## config.mk

```make
export PLATFORM = sky130hd
export DESIGN_NAME = linear_adsr_envelope
export DESIGN_NICKNAME = d
export VERILOG_FILES = /design/src/rtl/lae_pkg.sv /design/src/rtl/lae_cfg.sv /design/src/rtl/lae_div.sv /design/src/rtl/linear_adsr_envelope.sv
export SDC_FILE = /design/constraint.sdc
export NUM_CORES = 1
export LEC_CHECK = 0
export BUFFER_PORTS_ARGS = -buffer_cell sky130_fd_sc_hd__buf_2
export CELL_PAD_IN_SITES_DETAIL_PLACEMENT = 0
export CELL_PAD_IN_SITES_GLOBAL_PLACEMENT = 1
export CORE_MARGIN = 2
export CORE_UTILIZATION = 46
export CTS_BUF_LIST = sky130_fd_sc_hd__clkbuf_4 sky130_fd_sc_hd__clkbuf_8 sky130_fd_sc_hd__clkbuf_16
export DETAILED_ROUTE_END_ITERATION = 10
export PLACE_DENSITY_LB_ADDON = 0.12
export SLEW_MARGIN = 20
export SYNTH_ARGS = -nofsm -noshare
export SYNTH_HDL_FRONTEND = slang
export SYNTH_SLANG_ARGS = --single-unit
```

## constraint.sdc

```tcl
create_clock -name clk -period 9.38 [get_ports clk]
set_input_delay 1.876 -clock clk [delete_from_list [all_inputs] [get_ports clk]]
set_output_delay 1.876 -clock clk [all_outputs]
set_load 0.005 [all_outputs]
```

## src/rtl/lae_pkg.sv

```systemverilog
// ----------------------------------------------------------------------------
// lae_pkg
// Shared types, widths and codes of the linear ADSR envelope generator.
// ----------------------------------------------------------------------------
`default_nettype none

package lae_pkg;

	localparam int LEVEL_BITS     = 16;
	localparam int DURATION_BITS  = 24;
	localparam int STEP_BITS      = 12;
	localparam int STAGE_BITS     = 3;
	localparam int HOLD_BITS      = DURATION_BITS + 1;
	localparam int PROD_BITS      = STEP_BITS + LEVEL_BITS;
	localparam int SUM_BITS       = PROD_BITS + 1;
	localparam int DIV_CNT_BITS   = $clog2(PROD_BITS + 1);
	localparam int CFG_INDEX_BITS = 3;
	localparam int CFG_DATA_BITS  = (DURATION_BITS > LEVEL_BITS) ? DURATION_BITS : LEVEL_BITS;

	localparam logic [LEVEL_BITS-1:0] PEAK_LEVEL_RST    = LEVEL_BITS'(16384);
	localparam logic [LEVEL_BITS-1:0] SUSTAIN_LEVEL_RST = LEVEL_BITS'(8192);

	// envelope phase codes, as seen on the stage field
	typedef enum logic [STAGE_BITS-1:0] {
		PH_ATTACK   = 3'd0,
		PH_DECAY    = 3'd1,
		PH_SUSTAIN  = 3'd2,
		PH_RELEASE  = 3'd3,
		PH_FINISHED = 3'd4
	} phase_t;

	// configuration register indexes
	typedef enum logic [CFG_INDEX_BITS-1:0] {
		CFG_PEAK_LEVEL       = 3'd0,
		CFG_SUSTAIN_LEVEL    = 3'd1,
		CFG_RELEASE_LEVEL    = 3'd2,
		CFG_ATTACK_DURATION  = 3'd3,
		CFG_DECAY_DURATION   = 3'd4,
		CFG_HOLD_DURATION    = 3'd5,
		CFG_RELEASE_DURATION = 3'd6
	} cfg_reg_t;

	// sequencer states
	typedef enum logic [2:0] {
		SEQ_IDLE    = 3'd0,
		SEQ_SETUP   = 3'd1,
		SEQ_DIVIDE  = 3'd2,
		SEQ_UPDATE  = 3'd3,
		SEQ_DELIVER = 3'd4
	} seq_state_t;

	typedef struct packed {
		logic [STEP_BITS-1:0] step_time;
		logic                 key_down;
		logic                 pedal_down;
	} in_item_t;

	typedef struct packed {
		logic [LEVEL_BITS-1:0] level_out;
		logic [STAGE_BITS-1:0] stage;
	} out_item_t;

	typedef struct packed {
		logic [LEVEL_BITS-1:0]    peak_level;
		logic [LEVEL_BITS-1:0]    sustain_level;
		logic [LEVEL_BITS-1:0]    release_level;
		logic [DURATION_BITS-1:0] attack_duration;
		logic [DURATION_BITS-1:0] decay_duration;
		logic [DURATION_BITS-1:0] hold_duration;
		logic [DURATION_BITS-1:0] release_duration;
	} cfg_t;

	typedef struct packed {
		logic                     start;
		logic [PROD_BITS-1:0]     dividend;
		logic [DURATION_BITS-1:0] divisor;
	} div_req_t;

	typedef struct packed {
		logic                 done;
		logic                 busy;
		logic [PROD_BITS-1:0] quotient;
	} div_rsp_t;

endpackage

`default_nettype wire

```

## src/rtl/lae_cfg.sv

```systemverilog
// ----------------------------------------------------------------------------
// lae_cfg
// Configuration register file: levels and durations, write only.
// ----------------------------------------------------------------------------
`default_nettype none

module lae_cfg (
	input  wire logic                                 clk,
	input  wire logic                                 arst_n,
	input  wire logic                                 cfg_wr_en,
	input  wire logic [lae_pkg::CFG_INDEX_BITS-1:0]   cfg_index,
	input  wire logic [lae_pkg::CFG_DATA_BITS-1:0]    cfg_wr_data,
	output lae_pkg::cfg_t                             cfg
);
	import lae_pkg::*;

	cfg_t cfg_q;

	always_ff @(posedge clk or negedge arst_n) begin
		if (!arst_n) begin
			cfg_q.peak_level       <= PEAK_LEVEL_RST;
			cfg_q.sustain_level    <= SUSTAIN_LEVEL_RST;
			cfg_q.release_level    <= '0;
			cfg_q.attack_duration  <= '0;
			cfg_q.decay_duration   <= '0;
			cfg_q.hold_duration    <= '0;
			cfg_q.release_duration <= '0;
		end else if (cfg_wr_en) begin
			unique case (cfg_reg_t'(cfg_index))
				CFG_PEAK_LEVEL:       cfg_q.peak_level       <= cfg_wr_data[LEVEL_BITS-1:0];
				CFG_SUSTAIN_LEVEL:    cfg_q.sustain_level    <= cfg_wr_data[LEVEL_BITS-1:0];
				CFG_RELEASE_LEVEL:    cfg_q.release_level    <= cfg_wr_data[LEVEL_BITS-1:0];
				CFG_ATTACK_DURATION:  cfg_q.attack_duration  <= cfg_wr_data[DURATION_BITS-1:0];
				CFG_DECAY_DURATION:   cfg_q.decay_duration   <= cfg_wr_data[DURATION_BITS-1:0];
				CFG_HOLD_DURATION:    cfg_q.hold_duration    <= cfg_wr_data[DURATION_BITS-1:0];
				CFG_RELEASE_DURATION: cfg_q.release_duration <= cfg_wr_data[DURATION_BITS-1:0];
				default: begin
					// unused index, write dropped
				end
			endcase
		end
	end

	assign cfg = cfg_q;

endmodule

`default_nettype wire

```

## src/rtl/lae_div.sv

```systemverilog
// ----------------------------------------------------------------------------
// lae_div
// Restoring serial divider, one quotient bit per cycle.
// ----------------------------------------------------------------------------
`default_nettype none

module lae_div (
	input  wire logic          clk,
	input  wire logic          arst_n,
	input  lae_pkg::div_req_t  req,
	output lae_pkg::div_rsp_t  rsp
);
	import lae_pkg::*;

	logic                     busy_q;
	logic                     done_q;
	logic [DIV_CNT_BITS-1:0]  cnt_q;
	logic [PROD_BITS-1:0]     dvd_q;   // dividend shifts out, quotient shifts in
	logic [DURATION_BITS-1:0] rem_q;
	logic [DURATION_BITS-1:0] dvs_q;

	logic [DURATION_BITS:0]   trial;
	logic                     fits;

	assign trial = {rem_q, dvd_q[PROD_BITS-1]};
	assign fits  = (trial >= {1'b0, dvs_q});

	always_ff @(posedge clk or negedge arst_n) begin
		if (!arst_n) begin
			busy_q <= 1'b0;
			done_q <= 1'b0;
			cnt_q  <= '0;
		end else if (req.start) begin
			busy_q <= 1'b1;
			done_q <= 1'b0;
			cnt_q  <= DIV_CNT_BITS'(PROD_BITS);
		end else begin
			done_q <= busy_q && (cnt_q == DIV_CNT_BITS'(1));
			if (busy_q) begin
				cnt_q <= cnt_q - DIV_CNT_BITS'(1);
				if (cnt_q == DIV_CNT_BITS'(1)) begin
					busy_q <= 1'b0;
				end
			end
		end
	end

	always_ff @(posedge clk) begin
		if (req.start) begin
			dvd_q <= req.dividend;
			rem_q <= '0;
			dvs_q <= req.divisor;
		end else if (busy_q) begin
			dvd_q <= {dvd_q[PROD_BITS-2:0], fits};
			if (fits) begin
				rem_q <= DURATION_BITS'(trial - {1'b0, dvs_q});
			end else begin
				rem_q <= trial[DURATION_BITS-1:0];
			end
		end
	end

	assign rsp = '{done: done_q, busy: busy_q, quotient: dvd_q};

endmodule

`default_nettype wire

```

## src/rtl/linear_adsr_envelope.sv

```systemverilog
// ----------------------------------------------------------------------------
// linear_adsr_envelope
// Linear attack/decay/sustain/release envelope with one serial divider.
// ----------------------------------------------------------------------------
// Each input transfer advances the envelope by step_time units and yields one
// output transfer with the new volume and phase. An item passes from its input
// transfer to the output register in these steps: a setup state that applies a
// key release and forms step_time * span on the multiplier, the serial divider
// (one bit per cycle over the 28-bit product), collection of the quotient once
// the divider signals done, an update state and a deliver state that loads the
// output register. The next input transfer is taken only once the sequencer is
// back in idle, so an item cannot enter before the last one is through. Items
// that need no slope (sustain, finished, zero durations or zero peak in attack,
// pedal held in release) skip the divider. in_stall stays high from the input
// transfer until the result is in the output register; a result still stalled
// in the output register holds the load cycle until it leaves, and the output
// register lets the next item enter while that result still waits. Configuration
// writes are meant for idle periods. Only reset retriggers the envelope.
// ----------------------------------------------------------------------------
`default_nettype none

module linear_adsr_envelope (
	input  wire logic                                 clk,
	input  wire logic                                 arst_n,
	// configuration write port
	input  wire logic                                 cfg_wr_en,
	input  wire logic [lae_pkg::CFG_INDEX_BITS-1:0]   cfg_index,
	input  wire logic [lae_pkg::CFG_DATA_BITS-1:0]    cfg_wr_data,
	// input channel
	input  wire logic                                 in_valid,
	output logic                                      in_stall,
	input  lae_pkg::in_item_t                         in_data,
	// output channel
	output logic                                      out_valid,
	input  wire logic                                 out_stall,
	output lae_pkg::out_item_t                        out_data
);
	import lae_pkg::*;

	cfg_t       cfg;
	div_req_t   div_req;
	div_rsp_t   div_rsp;

	seq_state_t state_q, state_d;

	// item registers, loaded on the input transfer
	logic [STEP_BITS-1:0]  step_q;
	logic                  key_q;
	logic                  pedal_q;

	// envelope state
	phase_t                phase_q;
	logic [LEVEL_BITS-1:0] level_q;
	logic [LEVEL_BITS-1:0] rsl_q;     // volume at release start
	logic [HOLD_BITS-1:0]  hold_q;    // time spent in sustain

	// output register
	logic                  out_valid_q;
	out_item_t             out_data_q;

	logic                  in_xfer;
	logic                  out_xfer;

	// setup cycle
	logic                  rel_entry;
	phase_t                phase_eff;
	logic [LEVEL_BITS-1:0] rsl_eff;
	logic [LEVEL_BITS-1:0] span;
	logic                  need_div;

	// update cycle
	logic [PROD_BITS-1:0]  quot;
	logic [SUM_BITS-1:0]   att_sum;
	logic [LEVEL_BITS-1:0] ramp_down;
	logic [HOLD_BITS-1:0]  hold_sum;
	phase_t                phase_nx;
	logic [LEVEL_BITS-1:0] level_nx;
	logic [LEVEL_BITS-1:0] rsl_nx;
	logic [HOLD_BITS-1:0]  hold_nx;

	lae_cfg u_cfg (
		.clk        (clk),
		.arst_n     (arst_n),
		.cfg_wr_en  (cfg_wr_en),
		.cfg_index  (cfg_index),
		.cfg_wr_data(cfg_wr_data),
		.cfg        (cfg)
	);

	lae_div u_div (
		.clk   (clk),
		.arst_n(arst_n),
		.req   (div_req),
		.rsp   (div_rsp)
	);

	assign in_stall  = (state_q != SEQ_IDLE);
	assign in_xfer   = in_valid && !in_stall;
	assign out_valid = out_valid_q;
	assign out_xfer  = out_valid_q && !out_stall;
	assign out_data  = out_data_q;

	// key up with pedal up forces release before the phase update
	always_comb begin
		rel_entry = !key_q && !pedal_q &&
			(phase_q == PH_ATTACK || phase_q == PH_DECAY || phase_q == PH_SUSTAIN);
		phase_eff = rel_entry ? PH_RELEASE : phase_q;
		rsl_eff   = rel_entry ? level_q : rsl_q;
	end

	// slope operands for the phase in force, divider kicked off from setup
	always_comb begin
		span            = '0;
		need_div        = 1'b0;
		div_req.divisor = '0;
		unique case (phase_eff)
			PH_ATTACK: begin
				span            = cfg.peak_level;
				div_req.divisor = cfg.attack_duration;
				need_div        = (cfg.attack_duration != '0) && (cfg.peak_level != '0);
			end
			PH_DECAY: begin
				span            = (cfg.peak_level > cfg.sustain_level) ?
					cfg.peak_level - cfg.sustain_level : '0;
				div_req.divisor = cfg.decay_duration;
				need_div        = (cfg.decay_duration != '0);
			end
			PH_RELEASE: begin
				span            = (rsl_eff > cfg.release_level) ?
					rsl_eff - cfg.release_level : '0;
				div_req.divisor = cfg.release_duration;
				need_div        = (cfg.release_duration != '0) && !pedal_q;
			end
			default: begin
				// sustain and finished move no volume by slope
			end
		endcase
		div_req.dividend = PROD_BITS'(step_q) * PROD_BITS'(span);
		div_req.start    = (state_q == SEQ_SETUP) && need_div;
	end

	// sequencer
	always_ff @(posedge clk or negedge arst_n) begin
		if (!arst_n) begin
			state_q <= SEQ_IDLE;
		end else begin
			state_q <= state_d;
		end
	end

	always_comb begin
		state_d = state_q;
		unique case (state_q)
			SEQ_IDLE: begin
				if (in_xfer) begin
					state_d = SEQ_SETUP;
				end
			end
			SEQ_SETUP: begin
				state_d = need_div ? SEQ_DIVIDE : SEQ_UPDATE;
			end
			SEQ_DIVIDE: begin
				if (div_rsp.done) begin
					state_d = SEQ_UPDATE;
				end
			end
			SEQ_UPDATE: begin
				state_d = SEQ_DELIVER;
			end
			SEQ_DELIVER: begin
				if (!out_valid_q || !out_stall) begin
					state_d = SEQ_IDLE;
				end
			end
			default: begin
				state_d = SEQ_IDLE;
			end
		endcase
	end

	// phase update; the quotient is only read where a division ran
	always_comb begin
		quot      = div_rsp.quotient;
		att_sum   = SUM_BITS'(level_q) + SUM_BITS'(quot);
		ramp_down = (quot >= PROD_BITS'(level_q)) ? '0 : level_q - quot[LEVEL_BITS-1:0];
		hold_sum  = hold_q + HOLD_BITS'(step_q);
		phase_nx  = phase_q;
		level_nx  = level_q;
		rsl_nx    = rsl_q;
		hold_nx   = hold_q;
		unique case (phase_q)
			PH_ATTACK: begin
				// zero duration or zero peak jumps to the peak
				if ((cfg.attack_duration == '0) || (cfg.peak_level == '0) ||
					(att_sum >= SUM_BITS'(cfg.peak_level))) begin
					level_nx = cfg.peak_level;
					rsl_nx   = cfg.peak_level;
					phase_nx = PH_DECAY;
				end else begin
					level_nx = att_sum[LEVEL_BITS-1:0];
				end
			end
			PH_DECAY: begin
				if ((cfg.decay_duration == '0) || (ramp_down <= cfg.sustain_level)) begin
					level_nx = cfg.sustain_level;
					rsl_nx   = cfg.sustain_level;
					hold_nx  = '0;
					phase_nx = PH_SUSTAIN;
				end else begin
					level_nx = ramp_down;
				end
			end
			PH_SUSTAIN: begin
				// zero hold time waits for the key
				if (cfg.hold_duration != '0) begin
					hold_nx = hold_sum;
					if (hold_sum >= HOLD_BITS'(cfg.hold_duration)) begin
						rsl_nx   = level_q;
						phase_nx = PH_RELEASE;
					end
				end
			end
			PH_RELEASE: begin
				// pedal freezes the ramp, but a level already down still finishes
				if (!pedal_q && (cfg.release_duration == '0)) begin
					level_nx = cfg.release_level;
				end else if (!pedal_q) begin
					level_nx = ramp_down;
				end
				if ((!pedal_q && (cfg.release_duration == '0)) ||
					((!pedal_q ? ramp_down : level_q) <= cfg.release_level)) begin
					level_nx = cfg.release_level;
					rsl_nx   = cfg.release_level;
					phase_nx = PH_FINISHED;
				end
			end
			default: begin
				// finished holds
			end
		endcase
	end

	always_ff @(posedge clk) begin
		if (in_xfer) begin
			step_q  <= in_data.step_time;
			key_q   <= in_data.key_down;
			pedal_q <= in_data.pedal_down;
		end
	end

	always_ff @(posedge clk or negedge arst_n) begin
		if (!arst_n) begin
			phase_q <= PH_ATTACK;
			level_q <= '0;
			rsl_q   <= '0;
			hold_q  <= '0;
		end else if (state_q == SEQ_SETUP) begin
			phase_q <= phase_eff;
			rsl_q   <= rsl_eff;
		end else if (state_q == SEQ_UPDATE) begin
			phase_q <= phase_nx;
			level_q <= level_nx;
			rsl_q   <= rsl_nx;
			hold_q  <= hold_nx;
		end
	end

	// output register, loaded when it is empty or its previous result leaves
	always_ff @(posedge clk or negedge arst_n) begin
		if (!arst_n) begin
			out_valid_q <= 1'b0;
		end else if (state_q == SEQ_DELIVER && (!out_valid_q || !out_stall)) begin
			out_valid_q <= 1'b1;
		end else if (out_xfer) begin
			out_valid_q <= 1'b0;
		end
	end

	always_ff @(posedge clk) begin
		if (state_q == SEQ_DELIVER && (!out_valid_q || !out_stall)) begin
			out_data_q.level_out <= level_q;
			out_data_q.stage     <= phase_q;
		end
	end

	// an input transfer always starts the setup cycle
	a_xfer_setup: assert property (@(posedge clk) disable iff (!arst_n)
		in_xfer |=> (state_q == SEQ_SETUP))
		else $error("input transfer did not start setup");

	// a new result appears only from the deliver state
	a_out_from_deliver: assert property (@(posedge clk) disable iff (!arst_n)
		$rose(out_valid_q) |-> $past(state_q == SEQ_DELIVER))
		else $error("result loaded outside deliver");

	// the divider finishes only while the sequencer waits for it
	a_div_done: assert property (@(posedge clk) disable iff (!arst_n)
		div_rsp.done |-> (state_q == SEQ_DIVIDE))
		else $error("divider done outside divide state");

	// the phase moves only in setup or update
	a_phase_hold: assert property (@(posedge clk) disable iff (!arst_n)
		(state_q == SEQ_IDLE || state_q == SEQ_DIVIDE || state_q == SEQ_DELIVER)
		|=> $stable(phase_q))
		else $error("phase changed outside setup or update");

endmodule

`default_nettype wire
```

; After elaboration in Yosys (flattened, before gate mapping)
; Index checks and enable logic that the tools add are counted.
; W data, S select, Z words.
[totals]
regBits = 324
latch_bits = 0
ramBits = 0
rom_bits = 0
inputBits = 46
output_inout_bits = 21
word_cells = 169
memories = 0
[classes]
n_addsub = 7
mul = 1
div = 0
n_lt_le_gt_ge = 8
n_eq_ne = 26
shift = 0
mux = 49
n_bitwise = 1
n_reduce_logical = 53
[ops]
columns = operator, count
row1 = $mux W16, 16
row2 = $pmux W16 S3, 2
row3 = $reduce_bool A24 Y1, 4
row4 = $logic_not A24 Y1, 3
row5 = $pmux W24 S3, 1
row6 = $pmux W16 S4, 1
row7 = $mux W28, 2
row8 = $ge A25 B24 Y1, 2
row9 = $mux W25, 2
row10 = $pmux W25 S2, 1
row11 = $sub A16 B16 Y16, 3
row12 = $mux W3, 11
row13 = $gt A16 B16 Y1, 2
row14 = $le A16 B16 Y1, 2
row15 = $add A16 B28 Y29, 1
row16 = $ge A29 B16 Y1, 1
row17 = $ge A28 B16 Y1, 1
row18 = $mul A12 B16 Y28, 1
row19 = $add A25 B12 Y25, 1
row20 = $mux W24, 1
row21 = $sub A24 B24 Y24, 1
row22 = $eq A3 B2 Y1 const B, 7
row23 = $logic_not A16 Y1, 1
row24 = $reduce_bool A16 Y1, 1
row25 = 25 further kinds, 77

; Longest topological paths before layout
; Gate-level depths: netlist (run 1).
[logic_depth]
word_depth = 10
ltp_mapped = 40
ltp_nobuf = 35

; Modules after synthesis
; Synthesis (run 1) repeated with hierarchy kept, for this count alone.
[unflattened]
hier_cells = 3228
area_unflattened_um2 = 29667.2
[by_module_without_submodules]
columns = mod, n_inst, cells_each, area_per_inst_um2, seq_area_each_um2
row1 = linear_adsr_envelope, 1, 2488, 19592.5, 2592.5
row2 = lae_cfg, 1, 313, 5494.0, 3606.0
row3 = lae_div, 1, 427, 4580.6, 2217.1

; Worst setup path after synthesis (run 1)
; Ideal clock, no wire load.
[synth_path]
path_kind = flip-flop to flip-flop
start = register phase_q[1]
end = register u_div.dvd_q[26], data pin
setup_time_ps = 313
t_arrival_ps = 9173
required_time_ps = 9067
setup_slack_ps = -106
path_stages_with_launch = 35
path_buffers = 3
synth_period_minus_slack_ps = 9486
cell_sequence = dfrtp_1 > clkbuf_1 > a2111oi_4 > clkbuf_1 > mux2i_1 > ha_1 > fa_1 > nor2b_1 > o21ai_0 > a21bo_2 > a21oi_1 > a221o_1 > o41ai_1 > o21ai_1 > nor2b_1 > a221o_1 > clkbuf_1 > and2_1 > fa_1 > fa_1 > fa_1 > fa_1 > inv_1 > fa_1 > inv_1 > ha_1 > o21a_1 > o2111a_1 > a221oi_1 > o21ai_0 > o41ai_1 > o21ai_0 > nor4_1 > or3_1 > a31oi_1
[synth_between]
elab_chain_len = 10
word_cells_on_any_way = 19
cone_classes = 1 x add/sub / 1 x mul / 1 x order compare / 4 x eq/ne / 6 x mux / 6 x reduce/logical
[synth_rtl]
columns = item, line
row1 = "start, declared", linear_adsr_envelope.sv:52  ; phase_t phase_q;
row2 = "start signal, assigned", linear_adsr_envelope.sv:258  ; phase_q <= phase_eff;
row3 = "start signal, assigned", linear_adsr_envelope.sv:261  ; phase_q <= phase_nx;
row4 = $eq A3 B1 Y1 or $logic_not A3 Y1 (tied branches), linear_adsr_envelope.sv:106  ; (phase_q == PH_ATTACK || phase_q == PH_DECAY || phase_q == PH_SUSTAIN);
row5 = $logic_or A1 B1 Y1 (2 in a row), linear_adsr_envelope.sv:106
row6 = $logic_and A1 B1 Y1, linear_adsr_envelope.sv:105  ; rel_entry = !key_q && !pedal_q &&
row7 = $mux W16, linear_adsr_envelope.sv:108  ; rsl_eff = rel_entry ? level_q : rsl_q;
row8 = $sub A16 B16 Y16 or $gt A16 B16 Y1 (tied branches), "linear_adsr_envelope.sv:130, linear_adsr_envelope.sv:129"
row9 = $mux W16, linear_adsr_envelope.sv:129  ; span = (rsl_eff > cfg.release_level) ?
row10 = $pmux W16 S3, linear_adsr_envelope.sv:116  ; unique case (phase_eff)
row11 = $mul A12 B16 Y28, linear_adsr_envelope.sv:138  ; div_req.dividend = PROD_BITS'(step_q) * PROD_BITS'(span);
row12 = $mux W28 *, lae_div.sv:49  ; if (req.start) begin
row13 = "end signal, assigned", lae_div.sv:50  ; dvd_q <= req.dividend;
row14 = "end signal, assigned", lae_div.sv:54  ; dvd_q <= {dvd_q[PROD_BITS-2:0], fits};
row15 = "end, declared", lae_div.sv:18  ; logic [PROD_BITS-1:0] dvd_q;
; Mark *: on every way between the ends. The rest lies on a longest branch, timed or not.
; A chain may end at the register's enable or synchronous reset.

; Worst setup path after layout (run 1)
[layout_path]
start = register phase_q[1]
end = register u_div.dvd_q[23], data pin
; The elaborated chain is that of the path after synthesis.

==> impl_metrics.yaml, run 1 <==
worst_setup_path:
  slowest_stage: "fa_1"
  r2r_cells: 33
  reg2reg_to: "u_div.dvd_q[23]$_DFFE_PP_"
  critical_path_class: "flop to flop"
  reg2reg_slack_ns: 0.26
  cp-start-kind: "flop"
  arrival_ns: 9.44
  reg2reg_from: "phase_q[1]$_DFFE_PN0P_"
  cp.required_ns: 9.71
  path_max_fanout: 9
  max_stage_delay_ns: 0.57
  worst_setup_path_end_kind: "flop"
floorplan:
  std_cell_rows: 91
  coreArea_mm2: 0.06171
  initial_utilization_pct: 46.56
  die_y_um: 253.9
  die_w_um: 253.9
  dieArea_mm2: 0.06448
  io_pins: 67
clock_tree:
  clock_sinks: 324
  hold_buffers: 0
  worstSkewPairLatency_ns: 0.60
  clock_tree.buffer_depth: 3
  root_buffer: "clkbuf_16"
  cts_tree: "done"
  cts-buffers-inserted: 41
  clkTransAtPathRegs_ns: 0.06
  htreeDepth: 2
placed_design:
  gp_congestion: 0.9684
  post_dp_cell_area_mm2: 0.03035
  dp_hpwl_um: 81190
  port_buffers: 66
detailed_routing:
  routed_via_density: 6.026
  num_vias: 24970
  drtIter0Drc: 2714
  final_antenna_net_count: 0
  wl_per_cell_um: 25.14
  drtPass1Iterations: 10
  drt_wl_total_um: 104200
  route.detailed.drc: 0
logic_synthesis:
  synthArstFlopShare_pct: 66.36
  synth_cells: 3210
  ys_ff_latch: 324
  synth_edf_count: 85
  synth_top_area_share_pct: 18.55
  avgSynthCellArea_um2: 8.951
  syn_nets: 3657
  ys.flop_type: "dfrtp_1"
  synth_warnings: 0
  ys_seq_area_share_pct: 29.29
  yosysTopAreaCell: "dfrtp_1"
  netlist_top_cells_area: "dfrtp_1 (19%), ha_1 (11%), fa_1 (10%)"
  synth.distinct_cells: 90
  syn-cell-area_mm2: 0.02873
global_route:
  grt_pass1_wl_um: 156000
  grt_overflow_total: 0
  antenna_found_initial: 6
  grt_pass1_vias: 24440
  grt_use_total_pct: 32.51
  grt_start_max_net_pins: 96
outcome:
  status: "finished clean"
layout:
  finalNetCount: 3717
  syn_to_final_growth_pct: 11.08
  fillCellCount: 5823
  final_common_cell: "inv_1"
  seqCellArea_mm2: 0.008416
  fin_area_mm2: 0.03192
  final_cell_mix: "inv_1 (379), nand2_1 (344), ha_1 (253), dfrtp_1 (213), o21ai_0 (210)"
  drive_gt1_share_pct: 12.84
  multi_input_area_mm2: 0.01849
sta:
  post-route-min-period_ns: 9.117
  maxSlewViolCount: 0
  whs_ns: 0.4879
  setup_viol: 0
  worst_pin_slew_ns: 1.069
  max-slew-margin-rel_pct: 28.72
  finClkSkew_ns: 0.04795
  hold_viol: 0
  finalCritPeriodShare_pct: 97.20
  max_freq_mhz: 109.7
min_path:
  holdPathEnd: "hold_q[2]$_DFFE_PN0P_"
  worstHoldPathCells: 2
  hold_class: "flop to flop"
  min_from: "hold_q[2]$_DFFE_PN0P_"
flow_run:
  cap_viol_max_count: 0
==> state kept, by name (all words and copies together), names as in the netlist <==
register      flops
key_q             1
out_valid         1
u_div.done_q      1
out_data         19
level_q          16
state_q           3
step_q           12
u_div.busy_q      1
rsl_q            16
u_div.rem_q      24
pedal_q           1
phase_q           3
hold_q           25
u_div.dvs_q      24
u_div.dvd_q      28
u_div.cnt_q       5
u_cfg.cfg       144
==> worst max path at each step <==
stage	start	end	slack, ns	cells after the start
final	phase_q[1]$_DFFE_PN0P_	u_div.dvd_q[23]$_DFFE_PP_	0.26	33
after global routing	phase_q[1]$_DFFE_PN0P_	u_div.dvd_q[25]$_DFFE_PP_	-0.03	33
after CTS	phase_q[1]$_DFFE_PN0P_	u_div.dvd_q[23]$_DFFE_PP_	0.003	32
after detailed placement	key_q$_DFFE_PP_	u_div.dvd_q[26]$_DFFE_PP_	-0.34	33
after global placement	key_q$_DFFE_PP_	u_div.dvd_q[26]$_DFFE_PP_	-0.17	30
after floorplan	phase_q[1]$_DFFE_PN0P_	u_div.dvd_q[26]$_DFFE_PP_	0.08	34
==> worst max-delay path, delay by kind of cell, from the launching register on <==
family / cells / cell delay [ns]
DFF: 1 / 0.40
AOI/OAI and AO/OA: 16 / 3.77
muxes: 1 / 0.36
and+or+nand+nor: 2 / 0.18
adders and majority gates: 7 / 3.25
buffers and inverters: 7 / 0.87
==> layer usage <==
layer  track usage, %  vias up  share of wire (%)
met5                0        -              0.034
li1                 -    11380                  -
met2            48.77     1092                 43
met1            45.62    12290                 43
met3            7.283      202                9.7
met4            12.40        6                3.9
==> synth_stat cells, types with 12 or more instances <==
cell type / n
xor2_1: 32
mux2_2: 122
ha_1: 255
buf_2: 14
a21oi_1: 122
clkbuf_1: 129
o21a_1: 21
o31ai_1: 23
dfrtp_1: 213
a21o_1: 42
a22o_1: 12
nand3_1: 64
mux2i_1: 20
o21bai_1: 16
o211ai_1: 29
nor2b_1: 39
or3_1: 19
inv_1: 379
and2_1: 56
nor4_1: 51
nor3_1: 57
nand2_1: 344
nand2b_1: 48
a221o_1: 16
edfxtp_1: 85
xnor2_1: 78
nor2_1: 182
a222oi_1: 25
a31oi_1: 21
o21ai_0: 214
dfxtp_1: 24
a211oi_1: 37
a22oi_1: 35
and3_1: 15
nand4_1: 47
fa_1: 146
==> final cells by class <==
class                           count  area share, %
Sequential cell                   324          26.37
Inverter                          381          4.481
Multi-Input combinational cell   2353          57.92
Tap cell                          837          3.281
Clock buffer                       53          3.650
Timing Repair Buffer              169          3.513
Antenna cell                        3        0.02352
Clock inverter                     23         0.7645
==> through the flow <==
stage | setup slack [ns] | cells | util (%) | setup TNS (ns)
after CTS | 0.002747 | 4138 | 51.49 | 0
after global routing | -0.02574 | 4140 | 51.71 | -0.03957
after floorplan | 0.08425 | 3210 | - | 0
after global placement | -0.1743 | 4059 | 49.15 | -0.2784
after detailed placement | -0.3375 | 4061 | 49.18 | -1.110
final | 0.2629 | 4143 | 51.72 | 0
==> cells by family (layout without fill, tap and decap cells) <==
family | count (synthesis) | after routing | synth area share (%)
AO/OA/AOI/OAI | 732 | 732 | 17.27
flip-flops | 324 | 324 | 29.29
multiplexers | 142 | 142 | 5.478
adder cells (fa/ha/maj) | 401 | 401 | 21.28
XOR/XNOR | 110 | 110 | 3.353
buffers and inverters | 533 | 626 | 7.064
AND/OR/NAND/NOR | 968 | 968 | 16.27
other | 0 | 3 | 0
==> repair_timing <==
| item | in CTS | in global routing |
|---|---|---|
| endpoints found under the setup margin | 6 | 8 |
| pin swaps | 1 | 7 |
| buffers inserted | 1 | 2 |
| gates resized for setup | 2 | 27 |
Power of run 1 is not shown: default switching activity piles up to over one toggle a cycle in this logic, so the estimate is an artifact.
==> run 2: changes to the inputs <==
--- a/config.mk
+++ b/config.mk
@@ -8,9 +8,8 @@
 export BUFFER_PORTS_ARGS = -buffer_cell sky130_fd_sc_hd__buf_2
 export CELL_PAD_IN_SITES_DETAIL_PLACEMENT = 0
 export CELL_PAD_IN_SITES_GLOBAL_PLACEMENT = 1
-export CORE_MARGIN = 2
 export CORE_UTILIZATION = 46
-export CTS_BUF_LIST = sky130_fd_sc_hd__clkbuf_4 sky130_fd_sc_hd__clkbuf_8 sky130_fd_sc_hd__clkbuf_16
+export CTS_BUF_LIST = sky130_fd_sc_hd__clkbuf_16
 export DETAILED_ROUTE_END_ITERATION = 10
 export PLACE_DENSITY_LB_ADDON = 0.12
 export SLEW_MARGIN = 20
==> run 2 against run 1 <==
  * Worst setup slack gained 0.055 ns
  * Sequential share of layout area shrank 0.23 points
  * First-iteration DRC count shrank 8.1%
  * Cell count grew 0.63%
  * Clock skew shrank 0.0051 ns
  * Global-route usage grew 1.5 points
  * Routed wire length grew 2.8%
  * Hold slack gained 0.0046 ns
  * Die area shrank 1.6%
  * Final area grew 0.88%
  * Critical path depth shrank 1
  * Maximum frequency grew 0.60%
  * Critical endpoint unchanged
  * Largest cell class unchanged
==> impl_metrics.yaml, run 2 (synthesized netlist as in run 1, its figures left out) <==
outcome:
  status: "finished clean"
layout:
  fin_area_mm2: 0.03220
  largest_register_ffs: 144
  seqCellArea_mm2: 0.008416
  finalNetCount: 3741
  fillCellCount: 5827
  syn_to_final_growth_pct: 12.06
  final_common_cell: "inv_1"
  drive_gt1_share_pct: 13.31
  multi_input_area_mm2: 0.01848
  final_cell_mix: "inv_1 (387), nand2_1 (344), ha_1 (251), dfrtp_1 (213), o21ai_0 (210)"
sta:
  rsz0062_at_grt: "true"
  hold_viol: 0
  max-slew-margin-rel_pct: 24.19
  post-route-min-period_ns: 9.062
  finalCritPeriodShare_pct: 96.61
  finClkSkew_ns: 0.04288
  worst_pin_slew_ns: 1.132
  max_freq_mhz: 110.3
  setup_viol: 0
  maxSlewViolCount: 0
placed_design:
  dp_hpwl_um: 83220
  post_dp_cell_area_mm2: 0.03046
  port_buffers: 66
  gp_congestion: 0.9928
clock_tree:
  cts_tree: "done"
  clkTransAtPathRegs_ns: 0.06
  root_buffer: "clkbuf_16"
  clock_tree.buffer_depth: 3
  clock_sinks: 324
  cts-buffers-inserted: 43
  worstSkewPairLatency_ns: 0.60
  hold_buffers: 0
  htreeDepth: 2
detailed_routing:
  route.detailed.drc: 0
  routed_via_density: 6.027
  drt_wl_total_um: 107100
  num_vias: 25130
  wl_per_cell_um: 25.69
  final_antenna_net_count: 0
  drtPass1Iterations: 8
  drtIter0Drc: 2493
global_route:
  grt_pass1_vias: 24770
  grt_use_total_pct: 33.97
  grt_start_max_net_pins: 93
  antenna_found_initial: 6
  grt_pass1_wl_um: 160700
  grt_overflow_total: 0
worst_setup_path:
  cp-start-kind: "flop"
  worst_setup_path_end_kind: "flop"
  cpMostUsedCell: "fa_1"
  slowest_stage: "fa_1"
  max_stage_delay_ns: 0.55
  reg2reg_from: "phase_q[1]$_DFFE_PN0P_"
  critical_path_class: "flop to flop"
  arrival_ns: 9.39
  cp-startpoint: "phase_q[1]$_DFFE_PN0P_"
  critPathTopFamily: "adder cells"
  r2r_cells: 32
  cp_num_buf_inv: 5
  path_max_fanout: 8
  cp.required_ns: 9.71
  reg2reg_to: "u_div.dvd_q[23]$_DFFE_PP_"
  reg2reg_slack_ns: 0.32
flow_run:
  cap_viol_max_count: 0
min_path:
  hold_class: "flop to flop"
  min_from: "hold_q[2]$_DFFE_PN0P_"
  worstHoldPathCells: 2
  holdPathEnd: "hold_q[2]$_DFFE_PN0P_"
floorplan:
  die_w_um: 251.9
  die_y_um: 251.9
  std_cell_rows: 91
  coreArea_mm2: 0.06171
  dieArea_mm2: 0.06346
  initial_utilization_pct: 46.56
  io_pins: 67
run 2: how the worst max path moves through the flow:
stage                     slack (ns)                   endpoint  cells past startpoint
after floorplan                 0.08  u_div.dvd_q[26]$_DFFE_PP_                     34
after global placement          0.10  u_div.dvd_q[26]$_DFFE_PP_                     30
after detailed placement       -0.09  u_div.dvd_q[26]$_DFFE_PP_                     33
after CTS                      0.004  u_div.dvd_q[26]$_DFFE_PP_                     33
after global routing           -0.03  u_div.dvd_q[23]$_DFFE_PP_                     33
final                           0.32  u_div.dvd_q[23]$_DFFE_PP_                     32
run 2: worst min-delay path, stage by stage (launching register included):
cell	delay (ns)
dfrtp_1	0.34
nand2_1	0.05
o21ai_0	0.06
run 2: repair_timing:
item | CTS | global route
endpoints found under the setup margin | 3 | 9
pin swaps | 1 | 18
buffers inserted | 1 | 10
hold endpoints to repair | 0 | 0
resized for setup | 0 | 28
gates cloned | 0 | 0
run 2: final cells by class:
class | instances | share of cell area, %
multi-input cells | 2353 | 57.39
flip-flops and latches | 324 | 26.14
inverters | 381 | 4.442
repair buffers | 191 | 4.007
clock buffers | 43 | 3.342
well taps | 837 | 3.253
clock inverters | 37 | 1.403
diodes | 3 | 0.02332
run 2: metrics by stage:
stage / util (%) / worst slack [ns] / instances / TNS, ns / hold WS [ns]
6_report: 52.17 / 0.3177 / 4169 / 0 / 0.4925
5_1_grt: 52.16 / -0.02720 / 4166 / -0.03916 / 0.5336
4_1_cts: 51.85 / 0.004289 / 4156 / 0 / 0.4995
3_5_place_dp: 49.36 / -0.09333 / 4075 / -0.09333 / 0.4853
3_3_place_gp: 49.34 / 0.1011 / 4074 / 0 / 0.4785
2_1_floorplan: - / 0.08425 / 3210 / 0 / 0.4231
run 2: routing by layer:
layer | GRT usage, % | wire length, µm | vias to the layer above
met1 | 47.41 | 46700 | 12390
met4 | 11.05 | 3815 | 2
met5 | 0 | 17 | -
met3 | 8.367 | 10430 | 183
met2 | 51.42 | 46150 | 1106
li1 | - | - | 11440
Power of run 2 is left out for the same reason.
